File: config.mk
export PLATFORM = sky130hd
export DESIGN_NAME = block_buffer_cache_tags
export DESIGN_NICKNAME = d
export VERILOG_FILES = /design/src/rtl/bbct_pkg.sv /design/src/rtl/bbct_ctrl.sv /design/src/rtl/bbct_dp.sv /design/src/rtl/block_buffer_cache_tags.sv
export SDC_FILE = /design/constraint.sdc
export NUM_CORES = 1
export LEC_CHECK = 0
export ABC_CLOCK_PERIOD_IN_PS = 8100
export BUFFER_PORTS_ARGS = -buffer_cell sky130_fd_sc_hd__buf_2
export CELL_PAD_IN_SITES_DETAIL_PLACEMENT = 0
export CELL_PAD_IN_SITES_GLOBAL_PLACEMENT = 1
export CORE_ASPECT_RATIO = 1.25
export CORE_MARGIN = 2
export CORE_UTILIZATION = 52
export CTS_BUF_LIST = sky130_fd_sc_hd__clkbuf_4 sky130_fd_sc_hd__clkbuf_8
export DETAILED_ROUTE_END_ITERATION = 6
export PLACE_DENSITY_LB_ADDON = 0.1
export SLEW_MARGIN = 20
export SYNTH_ARGS = -nofsm -noshare
export SYNTH_HDL_FRONTEND = slang
export SYNTH_SLANG_ARGS = --single-unit
File: constraint.sdc
create_clock -name clk -period 8.1 [get_ports clk]
set_clock_uncertainty 0.1 [all_clocks]
set_input_delay 1.62 -clock clk [delete_from_list [all_inputs] [get_ports clk]]
set_output_delay 1.62 -clock clk [all_outputs]
set_load 0.01 [all_outputs]
File: src/rtl/bbct_pkg.sv
// Shared types, codes and defaults for the block buffer cache tag engine.
package bbct_pkg;

  localparam int SLOTS_DEF    = 16;
  localparam int REF_BITS_DEF = 8;
  localparam int CMD_W        = 3;
  localparam int BLOCK_W      = 31;
  localparam int SLOT_W       = 4;
  localparam int STATUS_W     = 3;

  typedef enum logic [CMD_W-1:0] {
    CMD_GET   = 3'd0,
    CMD_DIRTY = 3'd1,
    CMD_REL   = 3'd2,
    CMD_SYNC  = 3'd3,
    CMD_INVAL = 3'd4
  } cmd_e_t;

  typedef enum logic [STATUS_W-1:0] {
    ST_OK    = 3'd0,
    ST_MISS  = 3'd1,
    ST_BUSY  = 3'd2,
    ST_NOREF = 3'd3,
    ST_EMPTY = 3'd4
  } status_t;

  typedef enum logic [2:0] {
    S_IDLE,
    S_OP,
    S_GET_SCAN,
    S_GET_END,
    S_SYNC_SCAN,
    S_SYNC_END
  } state_t;

  // Controller to datapath
  typedef struct packed {
    logic load;
    logic scan_run;
    logic get_finish;
    logic sync_finish;
    logic slot_op;
  } bbct_ctl_t;

  // Datapath to controller
  typedef struct packed {
    logic scan_last;
  } bbct_stat_t;

endpackage

File: src/rtl/bbct_ctrl.sv
// Command sequencer of the cache tag engine.
module bbct_ctrl import bbct_pkg::*; (
  input  logic               clk,
  input  logic               rst,
  input  logic               start,
  input  logic [CMD_W-1:0]   cmd,
  input  bbct_stat_t         stat,
  output logic               busy,
  output bbct_ctl_t          ctl
);

  state_t state, state_next;

  // State register
  always_ff @(posedge clk) begin
    if (rst) begin
      state <= S_IDLE;
    end else begin
      state <= state_next;
    end
  end

  // Next state and commands
  always_comb begin
    state_next = state;
    ctl        = '0;
    busy       = 1'b1;
    case (state)
      S_IDLE: begin
        busy = 1'b0;
        if (start) begin
          ctl.load = 1'b1;
          case (cmd)
            CMD_GET:  state_next = S_GET_SCAN;
            CMD_SYNC: state_next = S_SYNC_SCAN;
            default:  state_next = S_OP;
          endcase
        end
      end
      S_OP: begin
        ctl.slot_op = 1'b1;
        state_next  = S_IDLE;
      end
      S_GET_SCAN: begin
        ctl.scan_run = 1'b1;
        if (stat.scan_last) begin
          state_next = S_GET_END;
        end
      end
      S_GET_END: begin
        ctl.get_finish = 1'b1;
        state_next     = S_IDLE;
      end
      S_SYNC_SCAN: begin
        ctl.scan_run = 1'b1;
        if (stat.scan_last) begin
          state_next = S_SYNC_END;
        end
      end
      S_SYNC_END: begin
        ctl.sync_finish = 1'b1;
        state_next      = S_IDLE;
      end
      default: begin
        state_next = S_IDLE;
      end
    endcase
  end

endmodule

File: src/rtl/bbct_dp.sv
// Slot state, tag memory, scan pipeline and result registers of the cache tag engine.
module bbct_dp import bbct_pkg::*; #(
  parameter int SLOTS    = SLOTS_DEF,
  parameter int REF_BITS = REF_BITS_DEF
) (
  input  logic                clk,
  input  logic                rst,
  input  logic [CMD_W-1:0]    cmd,
  input  logic [BLOCK_W-1:0]  block_no,
  input  logic [SLOT_W-1:0]   slot,
  input  bbct_ctl_t           ctl,
  output bbct_stat_t          stat,
  output logic                result_strobe,
  output logic [STATUS_W-1:0] status,
  output logic [SLOT_W-1:0]   result_slot,
  output logic                writeback_valid,
  output logic [BLOCK_W-1:0]  writeback_block,
  output logic                last
);

  localparam int SW = $clog2(SLOTS);
  localparam int KW = $clog2(SLOTS + 1);
  localparam logic [SW-1:0]       LAST_IDX = SW'(SLOTS - 1);
  localparam logic [KW-1:0]       CNT_END  = KW'(SLOTS);
  localparam logic [REF_BITS-1:0] REF_MAX  = '1;
  localparam logic [REF_BITS-1:0] REF_ONE  = REF_BITS'(1);

  // Per-slot state
  logic [BLOCK_W-1:0]  tag_mem [SLOTS];
  logic                valid   [SLOTS];
  logic [REF_BITS-1:0] refs    [SLOTS];
  logic                dirty   [SLOTS];
  logic [SW-1:0]       sp;
  logic [KW-1:0]       occ;

  // Latched command beat
  logic [CMD_W-1:0]    cmd_r;
  logic [BLOCK_W-1:0]  tag_r;
  logic [SLOT_W-1:0]   slot_r;

  // Scan pipeline: read stage and compare stage
  logic [SW-1:0]       ptr;
  logic [KW-1:0]       cnt;
  logic                rd_valid;
  logic [SW-1:0]       rd_idx;
  logic [BLOCK_W-1:0]  rd_tag;
  logic                rd_v;
  logic                rd_zero;
  logic                rd_d;

  // Scan findings
  logic                hit_f;
  logic [SW-1:0]       hit_idx;
  logic                free_f;
  logic [SW-1:0]       free_idx;
  logic                vic_f;
  logic [SW-1:0]       vic_idx;
  logic                vic_d;
  logic [BLOCK_W-1:0]  vic_tag;
  logic                pend_f;
  logic [SW-1:0]       pend_idx;
  logic [BLOCK_W-1:0]  pend_tag;

  // Slot field checked against the slot count
  logic [SW+SLOT_W-1:0] s_ext;
  logic                 s_in;
  logic [SW-1:0]        s_idx;
  logic [SW-1:0]        ptr_next;
  logic [SW-1:0]        vic_next;

  function automatic logic [SLOT_W-1:0] to_slot(input logic [SW-1:0] i);
    logic [SW+SLOT_W-1:0] x;
    x = {{SLOT_W{1'b0}}, i};
    return x[SLOT_W-1:0];
  endfunction

  assign s_ext    = {{SW{1'b0}}, slot_r};
  assign s_in     = s_ext < (SW+SLOT_W)'(SLOTS);
  assign s_idx    = s_ext[SW-1:0];
  assign ptr_next = (ptr == LAST_IDX) ? '0 : ptr + SW'(1);
  assign vic_next = (vic_idx == LAST_IDX) ? '0 : vic_idx + SW'(1);

  assign stat.scan_last = ctl.scan_run && (cnt == CNT_END);

  // Tag memory: one write port, one registered read port
  always_ff @(posedge clk) begin
    if (ctl.get_finish && !hit_f) begin
      if (occ != CNT_END) begin
        tag_mem[free_idx] <= tag_r;
      end else if (vic_f) begin
        tag_mem[vic_idx] <= tag_r;
      end
    end
    if (ctl.scan_run && cnt != CNT_END) begin
      rd_tag <= tag_mem[ptr];
    end
  end

  // Control state, slot flags and result beats
  always_ff @(posedge clk) begin
    if (rst) begin
      for (int i = 0; i < SLOTS; i++) begin
        valid[i] <= 1'b0;
        refs[i]  <= '0;
        dirty[i] <= 1'b0;
      end
      sp            <= '0;
      occ           <= '0;
      rd_valid      <= 1'b0;
      result_strobe <= 1'b0;
    end else begin
      result_strobe <= 1'b0;

      // Take the command beat
      if (ctl.load) begin
        cmd_r    <= cmd;
        tag_r    <= block_no;
        slot_r   <= slot;
        ptr      <= (cmd == CMD_GET) ? sp : '0;
        cnt      <= '0;
        rd_valid <= 1'b0;
        hit_f    <= 1'b0;
        free_f   <= 1'b0;
        vic_f    <= 1'b0;
        pend_f   <= 1'b0;
      end

      // Scan: read one slot a cycle, compare the previous one
      if (ctl.scan_run) begin
        if (cnt != CNT_END) begin
          rd_idx   <= ptr;
          rd_v     <= valid[ptr];
          rd_zero  <= (refs[ptr] == '0);
          rd_d     <= dirty[ptr];
          rd_valid <= 1'b1;
          ptr      <= ptr_next;
          cnt      <= cnt + KW'(1);
        end else begin
          rd_valid <= 1'b0;
        end
        if (rd_valid) begin
          if (cmd_r == CMD_GET) begin
            if (rd_v && rd_tag == tag_r) begin
              hit_f   <= 1'b1;
              hit_idx <= rd_idx;
            end
            // lowest free slot, whatever the scan order
            if (!rd_v && (!free_f || rd_idx < free_idx)) begin
              free_f   <= 1'b1;
              free_idx <= rd_idx;
            end
            // first unreferenced slot from the rotating pointer
            if (rd_v && rd_zero && !vic_f) begin
              vic_f   <= 1'b1;
              vic_idx <= rd_idx;
              vic_d   <= rd_d;
              vic_tag <= rd_tag;
            end
          end else if (rd_v && rd_d) begin
            // sync: hold one beat back so the final one can carry last
            dirty[rd_idx] <= 1'b0;
            if (pend_f) begin
              result_strobe   <= 1'b1;
              status          <= ST_OK;
              result_slot     <= to_slot(pend_idx);
              writeback_valid <= 1'b1;
              writeback_block <= pend_tag;
              last            <= 1'b0;
            end
            pend_f   <= 1'b1;
            pend_idx <= rd_idx;
            pend_tag <= rd_tag;
          end
        end
      end

      // Get outcome
      if (ctl.get_finish) begin
        result_strobe   <= 1'b1;
        last            <= 1'b1;
        writeback_valid <= 1'b0;
        writeback_block <= '0;
        if (hit_f) begin
          if (refs[hit_idx] != REF_MAX) begin
            refs[hit_idx] <= refs[hit_idx] + REF_ONE;
          end
          status      <= ST_OK;
          result_slot <= to_slot(hit_idx);
        end else if (occ != CNT_END) begin
          valid[free_idx] <= 1'b1;
          refs[free_idx]  <= REF_ONE;
          dirty[free_idx] <= 1'b0;
          occ             <= occ + KW'(1);
          status          <= ST_MISS;
          result_slot     <= to_slot(free_idx);
        end else if (vic_f) begin
          refs[vic_idx]   <= REF_ONE;
          dirty[vic_idx]  <= 1'b0;
          sp              <= vic_next;
          status          <= ST_MISS;
          result_slot     <= to_slot(vic_idx);
          writeback_valid <= vic_d;
          writeback_block <= vic_d ? vic_tag : '0;
        end else begin
          status      <= ST_BUSY;
          result_slot <= '0;
        end
      end

      // Sync closing beat
      if (ctl.sync_finish) begin
        result_strobe <= 1'b1;
        status        <= ST_OK;
        last          <= 1'b1;
        if (pend_f) begin
          result_slot     <= to_slot(pend_idx);
          writeback_valid <= 1'b1;
          writeback_block <= pend_tag;
        end else begin
          result_slot     <= '0;
          writeback_valid <= 1'b0;
          writeback_block <= '0;
        end
      end

      // Single-slot commands and unknown codes
      if (ctl.slot_op) begin
        result_strobe   <= 1'b1;
        last            <= 1'b1;
        writeback_valid <= 1'b0;
        writeback_block <= '0;
        result_slot     <= slot_r;
        status          <= ST_OK;
        if (cmd_r == CMD_DIRTY || cmd_r == CMD_REL || cmd_r == CMD_INVAL) begin
          if (!s_in || !valid[s_idx]) begin
            status <= ST_EMPTY;
          end else if (cmd_r == CMD_INVAL) begin
            valid[s_idx] <= 1'b0;
            refs[s_idx]  <= '0;
            dirty[s_idx] <= 1'b0;
            if (occ != '0) begin
              occ <= occ - KW'(1);
            end
          end else if (refs[s_idx] == '0) begin
            status <= ST_NOREF;
          end else if (cmd_r == CMD_DIRTY) begin
            dirty[s_idx] <= 1'b1;
          end else begin
            refs[s_idx] <= refs[s_idx] - REF_ONE;
          end
        end else begin
          result_slot <= '0;
        end
      end
    end
  end

endmodule

File: src/rtl/block_buffer_cache_tags.sv
// Top level of the block buffer cache tag engine.
//
// Tag and replacement engine of a fully associative disk block cache with
// SLOTS slots. A command beat is taken when start is high and busy is low;
// busy then stays high until the command's final result. Each result beat
// is shown for exactly one cycle with result_strobe high and cannot be
// held off, so the receiver must take it then. Get and sync walk the tag
// memory through its single read port one slot per cycle; a sync gives
// one beat per dirty slot in ascending order, the last one flagged by last,
// or a single beat with writeback_valid low when no slot is dirty. Mark
// dirty, release, invalidate and unknown codes give their result after the
// S_OP state. A new command may be started in the cycle of a final beat.
module block_buffer_cache_tags import bbct_pkg::*; #(
  parameter int SLOTS    = SLOTS_DEF,
  parameter int REF_BITS = REF_BITS_DEF
) (
  input  logic                clk,
  input  logic                rst,
  input  logic                start,
  output logic                busy,
  input  logic [CMD_W-1:0]    cmd,
  input  logic [BLOCK_W-1:0]  block_no,
  input  logic [SLOT_W-1:0]   slot,
  output logic                result_strobe,
  output logic [STATUS_W-1:0] status,
  output logic [SLOT_W-1:0]   result_slot,
  output logic                writeback_valid,
  output logic [BLOCK_W-1:0]  writeback_block,
  output logic                last
);

  bbct_ctl_t  ctl;
  bbct_stat_t stat;

  // Sequencer
  bbct_ctrl u_ctrl (
    .clk   (clk),
    .rst   (rst),
    .start (start),
    .cmd   (cmd),
    .stat  (stat),
    .busy  (busy),
    .ctl   (ctl)
  );

  // Slot state and result path
  bbct_dp #(
    .SLOTS    (SLOTS),
    .REF_BITS (REF_BITS)
  ) u_dp (
    .clk             (clk),
    .rst             (rst),
    .cmd             (cmd),
    .block_no        (block_no),
    .slot            (slot),
    .ctl             (ctl),
    .stat            (stat),
    .result_strobe   (result_strobe),
    .status          (status),
    .result_slot     (result_slot),
    .writeback_valid (writeback_valid),
    .writeback_block (writeback_block),
    .last            (last)
  );

endmodule
==> flow_metrics.env, run 1 <==
export IMPL_clkSlewWorstSetupHoldPaths_ps=60
export IMPL_post_route_min_period_ps=5238
export IMPL_syn_avg_cell_area_um2=17.65
export IMPL_clk_latency_ps=800
export IMPL_worstSetupPathType="reg2reg"
export IMPL_syn_area_mm2=0.03836
export IMPL_vdd_drop_max_v=0.0002159
export IMPL_final_common_cell="edfxtp_1"
export IMPL_die_h_um=307.7
export IMPL_grt_max_degree=138
export IMPL_wirelength_um=106100
export IMPL_dp_hpwl_um=63050
export IMPL_rows=111
export IMPL_core_area_mm2=0.07319
export IMPL_synthDistinctLibCells=86
export IMPL_status="finished clean"
export IMPL_hold_viol_final=0
export IMPL_die_width_um=246.9
export IMPL_ys_seq_area_frac=0.6898
export IMPL_dr_pass1_iters=5
export IMPL_max_slew_margin=0.2122
export IMPL_grt_pass1_vias=22545
export IMPL_final_max_slew_viol_count=0
export IMPL_fin_ws_ps=2862
export IMPL_critPathMaxFanout=21
export IMPL_fin_tns_setup_ps=0
export IMPL_syn_nets=2225
export IMPL_placed_cells=3136
export IMPL_cts_tree="built"
export IMPL_gr_total_overflow=0
export IMPL_cts_sinks=890
export IMPL_drive_above_1_share=0.2916
export IMPL_cts_hold_buffers=0
export IMPL_rsz0062_at_grt="false"
export IMPL_cts_root_buf="clkbuf_8"
export IMPL_drc_errors=0
export IMPL_critPathRequiredTime_ps=8480
export IMPL_start_kind="flop"
export IMPL_portBuffers=82
export IMPL_wl_per_cell_um=31.26
export IMPL_grt_use_total=0.2865
export IMPL_cts_inserted_buffers=142
export IMPL_netlist_instances=2173
export IMPL_layout_common_cells="864 x edfxtp_1, 231 x mux4_2, 152 x clkbuf_8"
export IMPL_start_util=0.5242
export IMPL_place_ws_ps=2934
export IMPL_htree_levels=4
export IMPL_ys_seq_elements=890
export IMPL_holdWs_ps=358.3
export IMPL_dr_first_iter_drc_count=2226
export IMPL_worst_pin_slew_ps=1178
export IMPL_grt_pass1_wl_um=153800
export IMPL_vias_per_cell=6.508
export IMPL_setup_viol=0
export IMPL_instances_no_fill=3393
export IMPL_worst_endpoint_arrival_ps=5620
export IMPL_floorplan_die_area_mm2=0.07598
export IMPL_io_pins=83
export IMPL_gp_congestion=0.9609
export IMPL_endpoint_kind="flop"
export IMPL_rrSetupSlack_ps=2860
export IMPL_synth_ff_type="edfxtp_1"
export IMPL_antenna_left=0
export IMPL_hold_path_class="reg2reg"
export IMPL_vias=22080
export IMPL_clockBufferDepth=3
export IMPL_synth_edf_count=864
export IMPL_cap_violations=0
export IMPL_async_flop_share=0
export IMPL_syn2layout_area_growth_pct=11.39
export IMPL_finish_net_count=2374
export IMPL_period_share=0.6466
export IMPL_power_density_mw_per_mm2=230.7
export IMPL_yosysWarningCount=0
export IMPL_antenna_found_initial=2
export IMPL_leakage_nw=13.70
export IMPL_cts_resized_gates=0
export IMPL_timing_fmax_mhz=190.9
export IMPL_post_cts_buffers=0
==> metal layers <==
layer	vias to the layer above	wire length (um)	GRT usage
li1	9312	-	-
met1	11529	40500	0.3628
met2	974	54250	0.4817
met3	265	6280	0.05142
met4	0	5026	0.1324
met5	-	0	0
==> synth_stat cells (9+ instances only) <==
cell / n / area share
nand4_1: 17 / 0.0028
o31ai_1: 17 / 0.0033
nor3_1: 25 / 0.0033
buf_6: 11 / 0.0032
a22o_1: 34 / 0.0078
nand3_1: 45 / 0.0059
nor2b_1: 16 / 0.0026
xor2_1: 9 / 0.0021
a22oi_1: 22 / 0.0043
a221oi_1: 27 / 0.0062
xnor2_1: 30 / 0.0068
nand2b_1: 15 / 0.0024
mux2_2: 16 / 0.0047
a211oi_1: 34 / 0.0067
and3_1: 9 / 0.0015
o211ai_2: 14 / 0.0046
o21ai_0: 40 / 0.0052
o21ai_4: 10 / 0.0042
mux4_2: 231 / 0.14
ha_1: 11 / 0.0036
mux2i_1: 16 / 0.0042
nor4_1: 30 / 0.0049
or2_2: 10 / 0.0016
dfxtp_1: 26 / 0.014
inv_1: 27 / 0.0026
nor2_1: 134 / 0.013
buf_1: 11 / 0.0011
a21oi_1: 125 / 0.016
a21oi_2: 12 / 0.0027
a31oi_1: 13 / 0.0021
buf_2: 19 / 0.0025
clkbuf_1: 77 / 0.0075
edfxtp_1: 864 / 0.68
nand2_1: 58 / 0.0057
==> through the flow <==
stage,instance area (um^2),utilization,total power (W)
after detailed placement,39930,0.5455,0.006199
after global routing,42730,0.5839,0.01018
after CTS,42690,0.5832,0.009928
after global placement,39930,0.5455,0.006188
final,42730,0.5839,0.009857
after floorplan,38360,-,0.005905
==> cells by family after synthesis <==
family	Yosys count	share of synthesized area
flip-flops	890	0.6898
AO/OA/AOI/OAI	408	0.07756
AND/OR/NAND/NOR	400	0.05303
multiplexers	267	0.1466
buffers and inverters	158	0.02048
XOR/XNOR	39	0.008904
adder cells (fa/ha/maj)	11	0.003587
==> critical path, stage by stage, from the launching register on <==
cell and delay, ps:
dfxtp_2 590, buf_4 360, mux4_2 550, mux4_2 490, inv_1 130, ha_1 210
nor2b_1 150, a22oi_1 130, nor2b_1 390, a21o_2 700, mux2i_4 1020, a21oi_1 80
==> power by group <==
part	switching [W]	leakage (nW)	internal, W
combinational	0.000444	4.01	0.000374
clock	0.00175	1.46	0.00200
sequential	0.000134	8.23	0.00515
==> path summary, 6_finish.rpt <==
| kind | start | endpoint | cells after the start |
|---|---|---|---|
| max reg2reg | flop | u_dp.refs[14][0]$_SDFFCE_PN0P_ | 11 |
| min | u_dp.sp[1]$_SDFFE_PP0P_ | u_dp.sp[1]$_SDFFE_PP0P_ | 2 |
| max | flop | u_dp.refs[14][0]$_SDFFCE_PN0P_ | 11 |
| min reg2reg | u_dp.sp[1]$_SDFFE_PP0P_ | u_dp.sp[1]$_SDFFE_PP0P_ | 2 |
==> cell type report <==
cell class	count	area [um^2]
diodes	2	5.005
clock buffers	194	2407
clock inverters	59	352.8
fillers	5526	30460
inverters	28	105.1
multi-input cells	1125	11330
flip-flops and latches	890	26470
well taps	960	1201
repair buffers	135	860.8
==> registers in the layout (all words and copies together) (netlist names), 5 cells and up, named ones only <==
signal and count:
u_dp.valid 16, u_dp.tag_mem 496, u_dp.pend_tag 31, u_dp.vic_tag 31
u_dp.rd_tag 31, u_dp.cnt 5, u_dp.occ 5, u_dp.writeback_block 31
u_dp.dirty 16, u_dp.refs 128, u_dp.tag_r 31
(Power assumes the default switching activity.)
==> run 2, diff against run 1 <==
--- a/config.mk
+++ b/config.mk
@@ -5,13 +5,13 @@
 export SDC_FILE = /design/constraint.sdc
 export NUM_CORES = 1
 export LEC_CHECK = 0
-export ABC_CLOCK_PERIOD_IN_PS = 8100
+export ABC_CLOCK_PERIOD_IN_PS = 4500
 export BUFFER_PORTS_ARGS = -buffer_cell sky130_fd_sc_hd__buf_2
 export CELL_PAD_IN_SITES_DETAIL_PLACEMENT = 0
 export CELL_PAD_IN_SITES_GLOBAL_PLACEMENT = 1
 export CORE_ASPECT_RATIO = 1.25
 export CORE_MARGIN = 2
-export CORE_UTILIZATION = 52
+export CORE_UTILIZATION = 51
 export CTS_BUF_LIST = sky130_fd_sc_hd__clkbuf_4 sky130_fd_sc_hd__clkbuf_8
 export DETAILED_ROUTE_END_ITERATION = 6
 export PLACE_DENSITY_LB_ADDON = 0.1
==> constraint.sdc (replaced) <==
create_clock -name clk -period 4.5 [get_ports clk]
set_clock_uncertainty 0.1 [all_clocks]
set_input_delay 0.9 -clock clk [delete_from_list [all_inputs] [get_ports clk]]
set_output_delay 0.9 -clock clk [all_outputs]
set_load 0.01 [all_outputs]
==> run 2 against run 1 <==
Hold slack worse by 170 ps. First-iteration DRC count is 7.1% lower. Via count is 0.94% higher. Clock power is 78% higher. Utilization is 0.31 points lower. Sequential share of layout area is 0.81 points lower. Largest cell class unchanged. Highest routed layer unchanged.
==> flow_metrics.env, run 2 (same netlist as run 1, synthesis figures left out) <==
export IMPL_status="finished clean"
export IMPL_grt_use_total=0.2827
export IMPL_largest_reg_flops=496
export IMPL_path_delay_family="compound AO/OA/AOI/OAI gates"
export IMPL_layout_common_cells="864 x edfxtp_1, 231 x mux4_2, 148 x clkbuf_8"
export IMPL_timing_fmax_mhz=237.2
export IMPL_io_pins=83
export IMPL_leakage_nw=14.00
export IMPL_endpoint_kind="flop"
export IMPL_dr_pass1_iters=5
export IMPL_rrSetupSlack_ps=280
export IMPL_syn2layout_area_growth_pct=12.85
export IMPL_wirelength_um=108200
export IMPL_hold_viol_final=0
export IMPL_rows=112
export IMPL_r2r_end="u_dp.refs[5][3]$_SDFFCE_PN0P_"
export IMPL_cp_slowest_stage_delay_ps=1020
export IMPL_period_share=0.9369
export IMPL_fin_tns_setup_ps=0
export IMPL_critPathRequiredTime_ps=4810
export IMPL_clockBufferDepth=3
export IMPL_wl_per_cell_um=31.40
export IMPL_cts_root_buf="clkbuf_8"
export IMPL_cts_sinks=890
export IMPL_die_width_um=249.3
export IMPL_gr_total_overflow=0
export IMPL_power_density_mw_per_mm2=409.6
export IMPL_start_kind="flop"
export IMPL_vias_per_cell=6.466
export IMPL_rsz0062_at_grt="false"
export IMPL_top_regs="u_dp.tag_mem x496, u_dp.refs x128"
export IMPL_multiInputGateArea_mm2=0.01131
export IMPL_top_register="u_dp.tag_mem"
export IMPL_crit_top_cell="inv_1"
export IMPL_clkSlewWorstSetupHoldPaths_ps=60
export IMPL_setup_viol=0
export IMPL_cts_inserted_buffers=140
export IMPL_dp_hpwl_um=69900
export IMPL_hold_path_class="in2reg"
export IMPL_clk_latency_ps=780
export IMPL_filler_cell_count=5675
export IMPL_cts_hold_buffers=0
export IMPL_grt_max_degree=51
export IMPL_dr_first_iter_drc_count=2068
export IMPL_worst_pin_slew_ps=1115
export IMPL_final_common_cell="edfxtp_1"
export IMPL_grt_pass1_wl_um=157000
export IMPL_holdWs_ps=191.6
export IMPL_grt_pass1_vias=22798
export IMPL_worstSetupPathType="reg2reg"
export IMPL_finish_net_count=2439
export IMPL_antenna_found_initial=1
export IMPL_die_h_um=310.6
export IMPL_core_area_mm2=0.07455
export IMPL_path_cells="mux4_2 -> a22o_1 -> a221oi_2 -> inv_1 -> ha_1 -> inv_1 -> a2111o_1 -> o31a_1 -> buf_4 -> o211ai_2 -> nand3_1"
export IMPL_path_buf_inv=3
export IMPL_htree_levels=4
export IMPL_drive_above_1_share=0.3080
export IMPL_critPathMaxFanout=22
export IMPL_crit_cells=11
export IMPL_portBuffers=82
export IMPL_start_util=0.5146
export IMPL_gp_congestion=0.9908
export IMPL_vias=22287
export IMPL_slowest_stage="dfxtp_1"
export IMPL_worst_endpoint_arrival_ps=4530
export IMPL_reg2regPathDepth=11
export IMPL_cts_tree="built"
export IMPL_final_max_slew_viol_count=0
export IMPL_cap_violations=0
export IMPL_vdd_drop_max_v=0.0004048
export IMPL_antenna_left=0
export IMPL_post_cts_buffers=0
export IMPL_seqCellArea_mm2=0.02647
export IMPL_post_route_min_period_ps=4216
export IMPL_cts_resized_gates=0
export IMPL_max_slew_margin=0.2548
export IMPL_drc_errors=0
export IMPL_floorplan_die_area_mm2=0.07745
export IMPL_crit_end="u_dp.refs[5][3]$_SDFFCE_PN0P_"
run 2: changes by cell type in the layout (fill, tap and decap cells not counted), moves of 2 or more:
| cell | previous run | this run |
|---|---|---|
| buf_12 | 2 | 17 |
| buf_4 | 49 | 102 |
| bufinv_16 | 2 | 4 |
| clkbuf_4 | 42 | 46 |
| clkbuf_8 | 152 | 148 |
| clkinv_1 | 31 | 21 |
| clkinv_2 | 16 | 6 |
| inv_6 | 4 | 1 |
run 2: stage by stage:
stage / worst slack (ps) / cells / instance area [um^2] / total power [W] / utilization
final: 284.0 / 3447 / 43300 / 0.01773 / 0.5807
after global routing: 54.24 / 3447 / 43300 / 0.01830 / 0.5807
after CTS: 323.8 / 3445 / 43280 / 0.01786 / 0.5805
after detailed placement: 352.6 / 3213 / 40610 / 0.01123 / 0.5447
after global placement: 426.6 / 3213 / 40610 / 0.01120 / 0.5447
after floorplan: 553.9 / 2173 / 38370 / 0.01063 / -
run 2: worst min-delay path by stage:
stage / startpoint / to / depth (start not counted) / slack [ps]
floorplan: u_dp.rd_d$_DFFE_PP_ / u_dp.vic_d$_DFFE_PP_ / 0 / 320
global placement: u_dp.rd_d$_DFFE_PP_ / u_dp.vic_d$_DFFE_PP_ / 0 / 350
detailed placement: u_dp.sp[1]$_SDFFE_PP0P_ / u_dp.sp[1]$_SDFFE_PP0P_ / 2 / 360
CTS: block_no[22] / u_dp.tag_r[22]$_DFFE_PP_ / 1 / 130
global route: block_no[22] / u_dp.tag_r[22]$_DFFE_PP_ / 1 / 150
finish: block_no[3] / u_dp.tag_r[3]$_DFFE_PP_ / 1 / 190
run 2: area by class of cell:
class,instances,area share
antenna,1,0.00005780
clock buffer,194,0.05502
clock inverter,38,0.006647
inverter,28,0.002428
multi-input combinational,1125,0.2611
sequential,890,0.6113
tap,969,0.02800
timing repair buffer,202,0.03537
run 2: per-layer routing:
| metal | routed length, um | vias to the layer above | track usage |
|---|---|---|---|
| met5 | 0 | - | 0 |
| met4 | 4798 | 0 | 0.1324 |
| met3 | 6343 | 233 | 0.04517 |
| met2 | 56200 | 983 | 0.4901 |
| met1 | 40900 | 11645 | 0.3492 |
| li1 | - | 9426 | - |
run 2: power by group:
part	total, W	switching, W	internal [W]	leakage [nW]
Clock	0.00668	0.00306	0.00362	1.40
Sequential	0.00953	0.000256	0.00928	8.23
Combinational	0.00152	0.000821	0.000703	4.36
